$ cat src/design/pid_filtered_clamped_macros.svh
// ----------------------------------------------------------------------------
// pid_filtered_clamped assertion macros
// Shared checks for the PID controller, clocked on clk, held off in reset.
// ----------------------------------------------------------------------------
`ifndef PID_FILTERED_CLAMPED_MACROS_SVH
`define PID_FILTERED_CLAMPED_MACROS_SVH

// same-cycle implication
`define PFC_ASSERT_IMP(lbl, ante, cons) \
  lbl: assert property (@(posedge clk) disable iff (!rst_n) (ante) |-> (cons)) \
    else $error("pid_filtered_clamped check failed");

// next-cycle implication
`define PFC_ASSERT_NXT(lbl, ante, cons) \
  lbl: assert property (@(posedge clk) disable iff (!rst_n) (ante) |=> (cons)) \
    else $error("pid_filtered_clamped check failed");

`endif

$ cat src/design/pfc_pkg.sv
// ----------------------------------------------------------------------------
// pfc_pkg
// Types, constants and the control program of the PID controller.
// ----------------------------------------------------------------------------
package pfc_pkg;

  localparam int DW      = 32;
  localparam int LIM_W   = 31;
  localparam int CFG_AW  = 3;
  localparam int STEP_W  = 4;
  localparam int ERR_W   = 33;
  localparam int DLT_W   = 34;
  localparam int MA_W    = 33;
  localparam int MB_W    = 18;
  localparam int PROD_W  = MA_W + MB_W;
  localparam int ACC_W   = 68;
  localparam int SUM_W   = 47;
  localparam int RND_W   = 48;
  localparam int CHUNK   = 17;

  localparam logic signed [MB_W-1:0] W_NEW = 18'sd45875;
  localparam logic signed [MB_W-1:0] W_OLD = 18'sd19661;

  typedef logic [STEP_W-1:0] step_t;

  localparam step_t STEP_IDLE  = 4'd0;
  localparam step_t STEP_DRIVE = 4'd12;

  typedef enum logic [2:0] {
    REG_SETPOINT, REG_GAIN_P, REG_GAIN_I, REG_GAIN_D, REG_INT_LIMIT, REG_OUT_LIMIT
  } cfg_idx_t;

  typedef enum logic [2:0] {
    A_GP, A_GI, A_GD, A_SUM_LO, A_SUM_HI, A_DRV
  } a_sel_t;

  typedef enum logic [2:0] {
    B_ERR_LO, B_ERR_HI, B_DLT_LO, B_DLT_HI, B_WNEW, B_WOLD
  } b_sel_t;

  typedef enum logic [1:0] {
    ACC_HOLD, ACC_LOAD, ACC_ADD, ACC_ADD_SH
  } acc_op_t;

  typedef enum logic [1:0] {
    SUM_HOLD, SUM_LOAD_RND, SUM_ADD_INT, SUM_ADD_RND
  } sum_op_t;

  typedef enum logic [1:0] {
    STALL_NONE, STALL_IN, STALL_OUT
  } stall_t;

  typedef struct packed {
    a_sel_t  a_sel;
    b_sel_t  b_sel;
    acc_op_t acc_op;
    sum_op_t sum_op;
    logic    dlt_we;
    logic    integ_we;
    logic    drv_we;
    stall_t  stall;
    logic    jump;
    step_t   target;
  } ctrl_word_t;

  typedef struct packed {
    logic in_fire;
    logic out_busy;
  } seq_stat_t;

  function automatic ctrl_word_t prog_rom(input step_t s);
    ctrl_word_t w;
    w = '0;
    case (s)
      4'd0: begin
        w.stall = STALL_IN;
      end
      4'd1: begin
        w.a_sel = A_GP; w.b_sel = B_ERR_LO; w.dlt_we = 1'b1;
      end
      4'd2: begin
        w.a_sel = A_GP; w.b_sel = B_ERR_HI; w.acc_op = ACC_LOAD;
      end
      4'd3: begin
        w.a_sel = A_GI; w.b_sel = B_ERR_LO; w.acc_op = ACC_ADD_SH;
      end
      4'd4: begin
        w.a_sel = A_GI; w.b_sel = B_ERR_HI; w.acc_op = ACC_LOAD; w.sum_op = SUM_LOAD_RND;
      end
      4'd5: begin
        w.a_sel = A_GD; w.b_sel = B_DLT_LO; w.acc_op = ACC_ADD_SH;
      end
      4'd6: begin
        w.a_sel = A_GD; w.b_sel = B_DLT_HI; w.acc_op = ACC_LOAD; w.integ_we = 1'b1;
      end
      4'd7: begin
        w.a_sel = A_DRV; w.b_sel = B_WOLD; w.acc_op = ACC_ADD_SH; w.sum_op = SUM_ADD_INT;
      end
      4'd8: begin
        w.acc_op = ACC_LOAD; w.sum_op = SUM_ADD_RND;
      end
      4'd9: begin
        w.a_sel = A_SUM_LO; w.b_sel = B_WNEW;
      end
      4'd10: begin
        w.a_sel = A_SUM_HI; w.b_sel = B_WNEW; w.acc_op = ACC_ADD;
      end
      4'd11: begin
        w.acc_op = ACC_ADD_SH;
      end
      STEP_DRIVE: begin
        w.drv_we = 1'b1; w.stall = STALL_OUT; w.jump = 1'b1; w.target = STEP_IDLE;
      end
      default: begin
        w.jump = 1'b1; w.target = STEP_IDLE;
      end
    endcase
    return w;
  endfunction

  function automatic logic signed [DW-1:0] clamp_sym(input logic signed [RND_W-1:0] v,
                                                    input logic [LIM_W-1:0] lim);
    logic signed [RND_W-1:0] hi;
    logic signed [RND_W-1:0] lo;
    logic signed [RND_W-1:0] res;
    hi = {{(RND_W-LIM_W){1'b0}}, lim};
    lo = -hi;
    if (v > hi) res = hi;
    else if (v < lo) res = lo;
    else res = v;
    return res[DW-1:0];
  endfunction

endpackage

$ cat src/design/pfc_if.sv
// ----------------------------------------------------------------------------
// pfc_if
// Valid/ready channels for measurement items and drive items.
// ----------------------------------------------------------------------------
interface pfc_meas_if import pfc_pkg::*; ();
  logic                 valid;
  logic                 ready;
  logic signed [DW-1:0] measurement;

  modport source (output valid, output measurement, input ready);
  modport sink   (input valid, input measurement, output ready);
endinterface

interface pfc_drive_if import pfc_pkg::*; ();
  logic                 valid;
  logic                 ready;
  logic signed [DW-1:0] drive;

  modport source (output valid, output drive, input ready);
  modport sink   (input valid, input drive, output ready);
endinterface

$ cat src/design/pfc_seq.sv
// ----------------------------------------------------------------------------
// pfc_seq
// Step counter and control ROM; holds on input and output waits.
// ----------------------------------------------------------------------------
module pfc_seq import pfc_pkg::*; (
  input  logic       clk,
  input  logic       rst_n,
  input  seq_stat_t  stat,
  output ctrl_word_t ctrl,
  output logic       adv
);

  step_t step_r;
  step_t step_nxt;
  logic  hold;

  assign ctrl = prog_rom(step_r);

  always_comb begin
    case (ctrl.stall)
      STALL_IN:  hold = !stat.in_fire;
      STALL_OUT: hold = stat.out_busy;
      default:   hold = 1'b0;
    endcase
  end

  assign adv = !hold;

  always_comb begin
    if (hold) begin
      step_nxt = step_r;
    end else if (ctrl.jump) begin
      step_nxt = ctrl.target;
    end else begin
      step_nxt = step_r + 1'b1;
    end
  end

  always_ff @(posedge clk) begin
    if (!rst_n) begin
      step_r <= STEP_IDLE;
    end else begin
      step_r <= step_nxt;
    end
  end

endmodule

$ cat src/design/pid_filtered_clamped.sv
// ----------------------------------------------------------------------------
// pid_filtered_clamped: PID controller with integral clamp and output blend
// Each measurement item is accepted in the idle step and runs a 13-step
// program on one shared 33x18 multiplier; no new item is accepted until the
// program is back in the idle step, and the drive step holds while the output
// is not taken. Synchronous reset clears configuration, sequencer and PID state.
`include "pid_filtered_clamped_macros.svh"

module pid_filtered_clamped import pfc_pkg::*; (
  input  logic              clk,
  input  logic              rst_n,
  pfc_meas_if.sink          in_meas,
  pfc_drive_if.source       out_drive,
  input  logic              cfg_we,
  input  logic [CFG_AW-1:0] cfg_addr,
  input  logic [DW-1:0]     cfg_data
);

  logic signed [DW-1:0]    setpoint_r;
  logic signed [DW-1:0]    gain_p_r;
  logic signed [DW-1:0]    gain_i_r;
  logic signed [DW-1:0]    gain_d_r;
  logic [LIM_W-1:0]        ilim_r;
  logic [LIM_W-1:0]        olim_r;

  logic signed [ERR_W-1:0] err_r;
  logic signed [ERR_W-1:0] err_nxt;
  logic signed [ERR_W-1:0] prev_err_r;
  logic signed [DLT_W-1:0] dlt_r;
  logic signed [DLT_W-1:0] dlt_nxt;
  logic signed [DW-1:0]    integ_r;
  logic signed [DW-1:0]    integ_nxt;
  logic signed [DW-1:0]    prev_drive_r;
  logic signed [DW-1:0]    drive_nxt;
  logic                    out_valid_r;
  logic                    out_valid_nxt;

  logic signed [MA_W-1:0]   mul_a;
  logic signed [MB_W-1:0]   mul_b;
  logic signed [PROD_W-1:0] prod_r;
  logic signed [PROD_W-1:0] prod_nxt;
  logic signed [ACC_W-1:0]  prod_ext;
  logic signed [ACC_W-1:0]  acc_r;
  logic signed [ACC_W-1:0]  acc_nxt;
  logic signed [ACC_W-1:0]  rnd_sum;
  logic signed [RND_W-1:0]  rnd20;
  logic signed [RND_W-1:0]  blend;
  logic signed [RND_W-1:0]  integ_sum;
  logic signed [SUM_W-1:0]  sum_r;
  logic signed [SUM_W-1:0]  sum_nxt;
  logic signed [DW-1:0]     olim_s;

  ctrl_word_t ctrl;
  seq_stat_t  stat;
  logic       adv;
  logic       in_ready;
  logic       in_fire;
  logic       drv_fire;

  // control

  assign in_ready      = (ctrl.stall == STALL_IN);
  assign in_fire       = in_meas.valid && in_ready;
  assign stat.in_fire  = in_fire;
  assign stat.out_busy = out_valid_r && !out_drive.ready;
  assign drv_fire      = ctrl.drv_we && adv;

  assign in_meas.ready   = in_ready;
  assign out_drive.valid = out_valid_r;
  assign out_drive.drive = prev_drive_r;

  pfc_seq u_seq (
    .clk   (clk),
    .rst_n (rst_n),
    .stat  (stat),
    .ctrl  (ctrl),
    .adv   (adv)
  );

  // configuration

  always_ff @(posedge clk) begin
    if (!rst_n) begin
      setpoint_r <= '0;
      gain_p_r   <= '0;
      gain_i_r   <= '0;
      gain_d_r   <= '0;
      ilim_r     <= '0;
      olim_r     <= '0;
    end else if (cfg_we) begin
      case (cfg_addr)
        REG_SETPOINT:  setpoint_r <= cfg_data;
        REG_GAIN_P:    gain_p_r   <= cfg_data;
        REG_GAIN_I:    gain_i_r   <= cfg_data;
        REG_GAIN_D:    gain_d_r   <= cfg_data;
        REG_INT_LIMIT: ilim_r     <= cfg_data[LIM_W-1:0];
        REG_OUT_LIMIT: olim_r     <= cfg_data[LIM_W-1:0];
        default: ;
      endcase
    end
  end

  // shared multiplier operands

  always_comb begin
    case (ctrl.a_sel)
      A_GP:     mul_a = MA_W'(gain_p_r);
      A_GI:     mul_a = MA_W'(gain_i_r);
      A_GD:     mul_a = MA_W'(gain_d_r);
      A_SUM_LO: mul_a = {{(MA_W-CHUNK){1'b0}}, sum_r[CHUNK-1:0]};
      A_SUM_HI: mul_a = {{(MA_W-SUM_W+CHUNK){sum_r[SUM_W-1]}}, sum_r[SUM_W-1:CHUNK]};
      A_DRV:    mul_a = MA_W'(prev_drive_r);
      default:  mul_a = '0;
    endcase
  end

  always_comb begin
    case (ctrl.b_sel)
      B_ERR_LO: mul_b = {1'b0, err_r[CHUNK-1:0]};
      B_ERR_HI: mul_b = {err_r[ERR_W-1], err_r[ERR_W-1], err_r[ERR_W-1:CHUNK]};
      B_DLT_LO: mul_b = {1'b0, dlt_r[CHUNK-1:0]};
      B_DLT_HI: mul_b = {dlt_r[DLT_W-1], dlt_r[DLT_W-1:CHUNK]};
      B_WNEW:   mul_b = W_NEW;
      B_WOLD:   mul_b = W_OLD;
      default:  mul_b = '0;
    endcase
  end

  assign prod_nxt = mul_a * mul_b;
  assign prod_ext = ACC_W'(prod_r);

  // accumulate, round and clamp

  always_comb begin
    case (ctrl.acc_op)
      ACC_LOAD:   acc_nxt = prod_ext;
      ACC_ADD:    acc_nxt = acc_r + prod_ext;
      ACC_ADD_SH: acc_nxt = acc_r + (prod_ext <<< CHUNK);
      default:    acc_nxt = acc_r;
    endcase
  end

  assign rnd_sum = acc_r + (ctrl.drv_we ? ACC_W'(1 << 15) : ACC_W'(1 << 19));
  assign rnd20   = $signed(rnd_sum[ACC_W-1:20]);
  assign blend   = $signed(rnd_sum[RND_W+15:16]);

  always_comb begin
    case (ctrl.sum_op)
      SUM_LOAD_RND: sum_nxt = rnd20[SUM_W-1:0];
      SUM_ADD_INT:  sum_nxt = sum_r + SUM_W'(integ_r);
      SUM_ADD_RND:  sum_nxt = sum_r + rnd20[SUM_W-1:0];
      default:      sum_nxt = sum_r;
    endcase
  end

  assign integ_sum = RND_W'(integ_r) + rnd20;
  assign integ_nxt = clamp_sym(integ_sum, ilim_r);
  assign drive_nxt = clamp_sym(blend, olim_r);

  assign err_nxt = ERR_W'(setpoint_r) - ERR_W'(in_meas.measurement);
  assign dlt_nxt = DLT_W'(err_r) - DLT_W'(prev_err_r);

  always_comb begin
    if (drv_fire) begin
      out_valid_nxt = 1'b1;
    end else if (out_drive.ready) begin
      out_valid_nxt = 1'b0;
    end else begin
      out_valid_nxt = out_valid_r;
    end
  end

  always_ff @(posedge clk) begin
    if (in_fire) begin
      err_r <= err_nxt;
    end
    if (adv) begin
      prod_r <= prod_nxt;
      acc_r  <= acc_nxt;
      sum_r  <= sum_nxt;
      if (ctrl.dlt_we) begin
        dlt_r <= dlt_nxt;
      end
    end
  end

  always_ff @(posedge clk) begin
    if (!rst_n) begin
      prev_err_r   <= '0;
      integ_r      <= '0;
      prev_drive_r <= '0;
      out_valid_r  <= 1'b0;
    end else begin
      if (adv && ctrl.dlt_we) begin
        prev_err_r <= err_r;
      end
      if (adv && ctrl.integ_we) begin
        integ_r <= integ_nxt;
      end
      if (drv_fire) begin
        prev_drive_r <= drive_nxt;
      end
      out_valid_r <= out_valid_nxt;
    end
  end

  // checks

  assign olim_s = DW'(olim_r);

  `PFC_ASSERT_IMP(a_drive_in_limit, out_valid_r, (prev_drive_r <= olim_s) && (prev_drive_r >= -olim_s))
  `PFC_ASSERT_IMP(a_drive_from_prog, $rose(out_valid_r), $past(drv_fire))
  `PFC_ASSERT_NXT(a_one_item, in_fire, !in_ready)

endmodule
$ cat src/flat_wrapper.sv
// flat-port wrapper written by rule: the top's interface ports become plain ports
module pid_filtered_clamped_flat import pfc_pkg::*;
  (clk, rst_n, cfg_we, cfg_addr, cfg_data, in_meas_valid, in_meas_measurement, in_meas_ready, out_drive_valid, out_drive_drive, out_drive_ready);
  pfc_meas_if in_meas_i ();
  pfc_drive_if out_drive_i ();
  input  logic clk;
  input  logic rst_n;
  input  logic cfg_we;
  input  logic [CFG_AW-1:0] cfg_addr;
  input  logic [DW-1:0] cfg_data;
  input wire logic [$bits(in_meas_i.valid)-1:0] in_meas_valid;
  input wire logic [$bits(in_meas_i.measurement)-1:0] in_meas_measurement;
  output wire logic [$bits(in_meas_i.ready)-1:0] in_meas_ready;
  output wire logic [$bits(out_drive_i.valid)-1:0] out_drive_valid;
  output wire logic [$bits(out_drive_i.drive)-1:0] out_drive_drive;
  input wire logic [$bits(out_drive_i.ready)-1:0] out_drive_ready;
  assign in_meas_i.valid = in_meas_valid;
  assign in_meas_i.measurement = in_meas_measurement;
  assign in_meas_ready = in_meas_i.ready;
  assign out_drive_valid = out_drive_i.valid;
  assign out_drive_drive = out_drive_i.drive;
  assign out_drive_i.ready = out_drive_ready;
  pid_filtered_clamped u_core (.clk(clk), .rst_n(rst_n), .in_meas(in_meas_i), .out_drive(out_drive_i), .cfg_we(cfg_we), .cfg_addr(cfg_addr), .cfg_data(cfg_data));
endmodule
$ cat config.mk
export PLATFORM = sky130hd
export DESIGN_NAME = pid_filtered_clamped_flat
export DESIGN_NICKNAME = d
export VERILOG_FILES = /design/src/design/pfc_pkg.sv /design/src/design/pfc_if.sv /design/src/design/pfc_seq.sv /design/src/design/pid_filtered_clamped.sv /design/src/flat_wrapper.sv
export VERILOG_INCLUDE_DIRS = /design/src /design/src/design
export SDC_FILE = /design/constraint.sdc
export NUM_CORES = 2
export LEC_CHECK = 0
export CAP_MARGIN = 10
export CORE_ASPECT_RATIO = 1.1
export CORE_MARGIN = 2
export CORE_UTILIZATION = 45
export DETAILED_ROUTE_END_ITERATION = 12
export DONT_BUFFER_PORTS = 1
export HOLD_SLACK_MARGIN = 0.1
export MAX_ROUTING_LAYER = met4
export PLACE_DENSITY_LB_ADDON = 0.3
export SLEW_MARGIN = 10
export SYNTH_ARGS = -nofsm -noshare
export SYNTH_HDL_FRONTEND = slang
export SYNTH_SLANG_ARGS = --single-unit
$ cat constraint.sdc
create_clock -name clk -period 8.05 [get_ports clk]
set_input_delay 0 -clock clk [delete_from_list [all_inputs] [get_ports clk]]
set_output_delay 0 -clock clk [all_outputs]
set_load 0.01 [all_outputs]
==> impl_metrics.toml <==
[die]
io_pins = 106
rows = 145
die_area_um2 = 146000
die_x_um = 365
floorplan.initialDensity_pct = 45.4
core_area_um2 = 142000
die_y_um = 401

[synth]
postSynthRegisterBits = 525
synthArstFlopShare_pct = 0
ys_warn_count = 0
yosys.area.top_type_share_pct = 17.6
mapped_cell_area_um2 = 64500
yosys-top-cells-area = "sky130_fd_sc_hd__fa_1 18%, sky130_fd_sc_hd__ha_1 12%, sky130_fd_sc_hd__edfxtp_1 11%"
number_of_enable_flip_flop_cells_after_synthesis = 233
synth.distinct_cells = 97
synth_area_leader_cell = "sky130_fd_sc_hd__fa_1"
seq_area_frac_synth_pct = 19.9
synth_fp_nets = 9096
synth_flop_cell = "sky130_fd_sc_hd__dfxtp_1"
cell_count_after_synthesis = 7847
avgSynthCellArea_um2 = 8.22

[detailed_routing]
first_iter_violations = 6332
drt_drc_violations_left = 0
wl_per_cell_um = 25.6
drt_first_pass_iters = 8
detailroute.via_count = 63500
detail_route.vias_per_cell = 5.95
drt_wl_total_mm = 273
antenna_left = 0

[sta]
final-setup-viol-count = 12
timing.final.ws_setup_ns = -0.355
fin_hold_ws_ns = 0.191
grt_setup_unrepaired = "yes"
clock-skew-final_ns = 0.0956
maxClockFrequency_mhz = 119
worstMarginPinSlew_ns = 1.28
timing.final.crit_share_pct = 104
timing.final.max_slew_violations = 0
hold_violations = 0
layout_min_cycle_time_ns = 8.40
relSlewSlack_pct = 14.2

[grt]
grt_pass1_vias = 62600
grt_start_max_net_pins = 84
antenna_violations_before_repair = 25
overflow = 0
grt_first_pass_wirelength_mm = 400
grt_usage_pct = 37.8

[place]
dp_hpwl_mm = 215
total_of_buffers_placed_on_input_and_output_ports = 0
global_placement_routability_congestion = 1.09
detailedPlace.worstSlack_ns = -0.944
postPlaceCellArea_um2 = 73400

[worst_setup_path]
worst_path_largest_cell_delay_ns = 0.58
critPathArrivalTime_ns = 8.84
crit_end_category = "flip-flop"
critical_path_rt_ns = 8.48
critical_path_s_slowest_cell = "sky130_fd_sc_hd__fa_2"
worstSetupPathType = "flip-flop to flip-flop"
critical_path.most_common_cell = "sky130_fd_sc_hd__fa_1"
worstPathMaxFanout = 9
startpoint_type = "flip-flop"

[layout]
leading_cell_types_in_the_layout_fill_and_taps_excluded = "1135 x sky130_fd_sc_hd__nand2_1, 936 x sky130_fd_sc_hd__inv_1, 816 x sky130_fd_sc_hd__buf_4"
finish.utilization_pct = 56.5
synthToLayoutAreaGrowth_pct = 24.4
final_net_count = 9928
layout.filler_cells = 12900
layout.cells.most_common = "sky130_fd_sc_hd__nand2_1"
post_route_cells_drive_above_1_share_pct = 16.9
stdcell_area_um2 = 80200

[power]
power.density_nw_per_um2 = 335
combinational_cell_fraction_of_total_power_pct = 70.6
switching_share_of_power_pct = 49.6
vdd_drop_max_uv = 230
post-layout-total-power_mw = 26.9
p_seq_share_pct = 16.9
net_switching_power_mw = 13.3
clock_power_share_pct = 12.5
p_leak_nw = 36.5
cellInternalPower_mw = 13.5

[outcome]
outcome = "finished, violations left"
violations_in_the_final_reports = "negative setup slack"

[clock_tree]
clk-insertion-delay-late_ns = 0.73
number_of_sinks_on_the_clock_net = 525
max-clock-path-buffers = 3
root_buffer_cell = "sky130_fd_sc_hd__clkbuf_16"
cts_made_buffers = 69
tritoncts_clock_tree = "done"
clock_tree.htree_level_count = 3
clk_pin_slew_worst_paths_ns = 0.06

[run]
cap_violations = 0

[min_path]
hold_path_class = "input port to flip-flop"
## logic make-up (layout without fill, tap and decap cells)
group | count (synthesis) | in the layout | synth area share (%)
compound gates | 1886 | 1886 | 19.5
mux | 45 | 45 | 0.722
xor+xnor | 419 | 419 | 5.69
buf+inv | 1299 | 2186 | 7.60
flops | 525 | 525 | 19.9
fa+ha+maj | 1177 | 1177 | 29.4
other cells | 0 | 22 | 0
simple gates | 2496 | 2496 | 17.1
## through the flow
stage	std cells	setup TNS, ns
final	10700	-2.62
after CTS	10600	-1.24
after floorplan	7847	-0.0142
after global placement	10300	-23.90
after detailed placement	10300	-27.07
after global routing	10700	-8.86
## cell usage after synthesis, types with 12 or more instances
cell	n
sky130_fd_sc_hd__a211o_1	14
sky130_fd_sc_hd__a211oi_1	45
sky130_fd_sc_hd__a21o_1	245
sky130_fd_sc_hd__a21oi_1	595
sky130_fd_sc_hd__a221o_1	67
sky130_fd_sc_hd__a221oi_1	79
sky130_fd_sc_hd__a222oi_1	19
sky130_fd_sc_hd__a22oi_1	40
sky130_fd_sc_hd__a31oi_1	45
sky130_fd_sc_hd__a32o_1	14
sky130_fd_sc_hd__a41oi_1	12
sky130_fd_sc_hd__and2_1	52
sky130_fd_sc_hd__and3_1	57
sky130_fd_sc_hd__and4_1	13
sky130_fd_sc_hd__clkbuf_1	302
sky130_fd_sc_hd__dfxtp_1	292
sky130_fd_sc_hd__edfxtp_1	233
sky130_fd_sc_hd__fa_1	566
sky130_fd_sc_hd__ha_1	611
sky130_fd_sc_hd__inv_1	974
sky130_fd_sc_hd__mux2_2	12
sky130_fd_sc_hd__mux2i_1	33
sky130_fd_sc_hd__nand2_1	1156
sky130_fd_sc_hd__nand2b_1	72
sky130_fd_sc_hd__nand3_1	153
sky130_fd_sc_hd__nand4_1	98
sky130_fd_sc_hd__nor2_1	624
sky130_fd_sc_hd__nor2b_1	52
sky130_fd_sc_hd__nor3_1	76
sky130_fd_sc_hd__nor4_1	47
sky130_fd_sc_hd__o2111ai_1	22
sky130_fd_sc_hd__o211ai_1	48
sky130_fd_sc_hd__o21a_1	76
sky130_fd_sc_hd__o21ai_0	269
sky130_fd_sc_hd__o21ai_1	14
sky130_fd_sc_hd__o21bai_1	64
sky130_fd_sc_hd__o221ai_1	36
sky130_fd_sc_hd__o22ai_1	12
sky130_fd_sc_hd__o31ai_1	45
sky130_fd_sc_hd__or2_2	18
sky130_fd_sc_hd__or3_1	35
sky130_fd_sc_hd__xnor2_1	284
sky130_fd_sc_hd__xor2_1	135
## area by class of cell
cell class	instances	area (um2)	area share, %
clock buffer	86	1830	2.28
multi-input combinational	6023	48900	61.0
inverter	976	3690	4.60
clock inverter	40	603	0.752
antenna	22	55.1	0.0686
timing repair buffer	1084	9900	12.3
sequential	525	12800	16.0
tap	1911	2390	2.98
## path summary, 6_finish.rpt
| check | startpoint | endpoint | slack [ns] | cells past startpoint |
|---|---|---|---|---|
| max | u_core.u_seq.step_r[1] | u_core.prod_r[49] | -0.35 | 37 |
| min | in_meas_measurement[0] | u_core.err_r[0] | 0.19 | 3 |
| max reg2reg | u_core.u_seq.step_r[1] | u_core.prod_r[49] | -0.35 | 37 |
| min reg2reg | u_core.prev_err_r[30] | u_core.prev_err_r[30] | 0.45 | 2 |
## what timing repair did
action,CTS,global route
setup endpoints to repair,56,57
resized for setup,159,294
pin swaps,86,132
hold endpoints to repair,323,8
cloned,2,8
hold buffers,122,2
buffers inserted,36,70
## registers in the layout, summed over array words and instances (netlist names)
name and flops:
u_core.u_seq.step_r 4, u_core.prev_err_r 33, u_core.gain_p_r 32, u_core.setpoint_r 32, u_core.prod_r 51, u_core.sum_r 47, u_core.gain_d_r 32, u_core.err_r 33
u_core.acc_r 68, u_core.olim_r 31, u_core.ilim_r 31, u_core.gain_i_r 32, u_core.integ_r 32, u_core.out_drive.valid 1, u_core.dlt_r 34, u_core.out_drive.drive 32
## power by group through the flow
stage          clock network (mW)  registers (mW)  logic, mW
3_3_place_gp                    0            4.53       17.3
3_5_place_dp                    0            4.53       17.5
4_1_cts                      3.41            4.49       18.0
5_1_grt                      3.49            4.55       20.5
6_report                     3.36            4.54       19.0
2_1_floorplan                   0            4.11       11.0
## worst max-delay path, delay by kind of cell (launching register included)
family / cells / cell delay [ns]
and+or+nand+nor: 4 / 0.33
xor gates and xnor gates: 1 / 0.09
adders and majority gates: 8 / 3.47
DFF: 1 / 0.39
AOI/OAI and AO/OA: 12 / 2.38
buffers and inverters: 12 / 1.44
## metal layers
layer,vias up,global-route usage [%],part of all wire [%]
li1,28600,-,-
met4,0,22.8,7.6
met5,-,-,0
met1,31000,45.4,38
met2,3059,58.1,45
met3,858,7.96,9.7
Power figures use the tool's default switching activity.
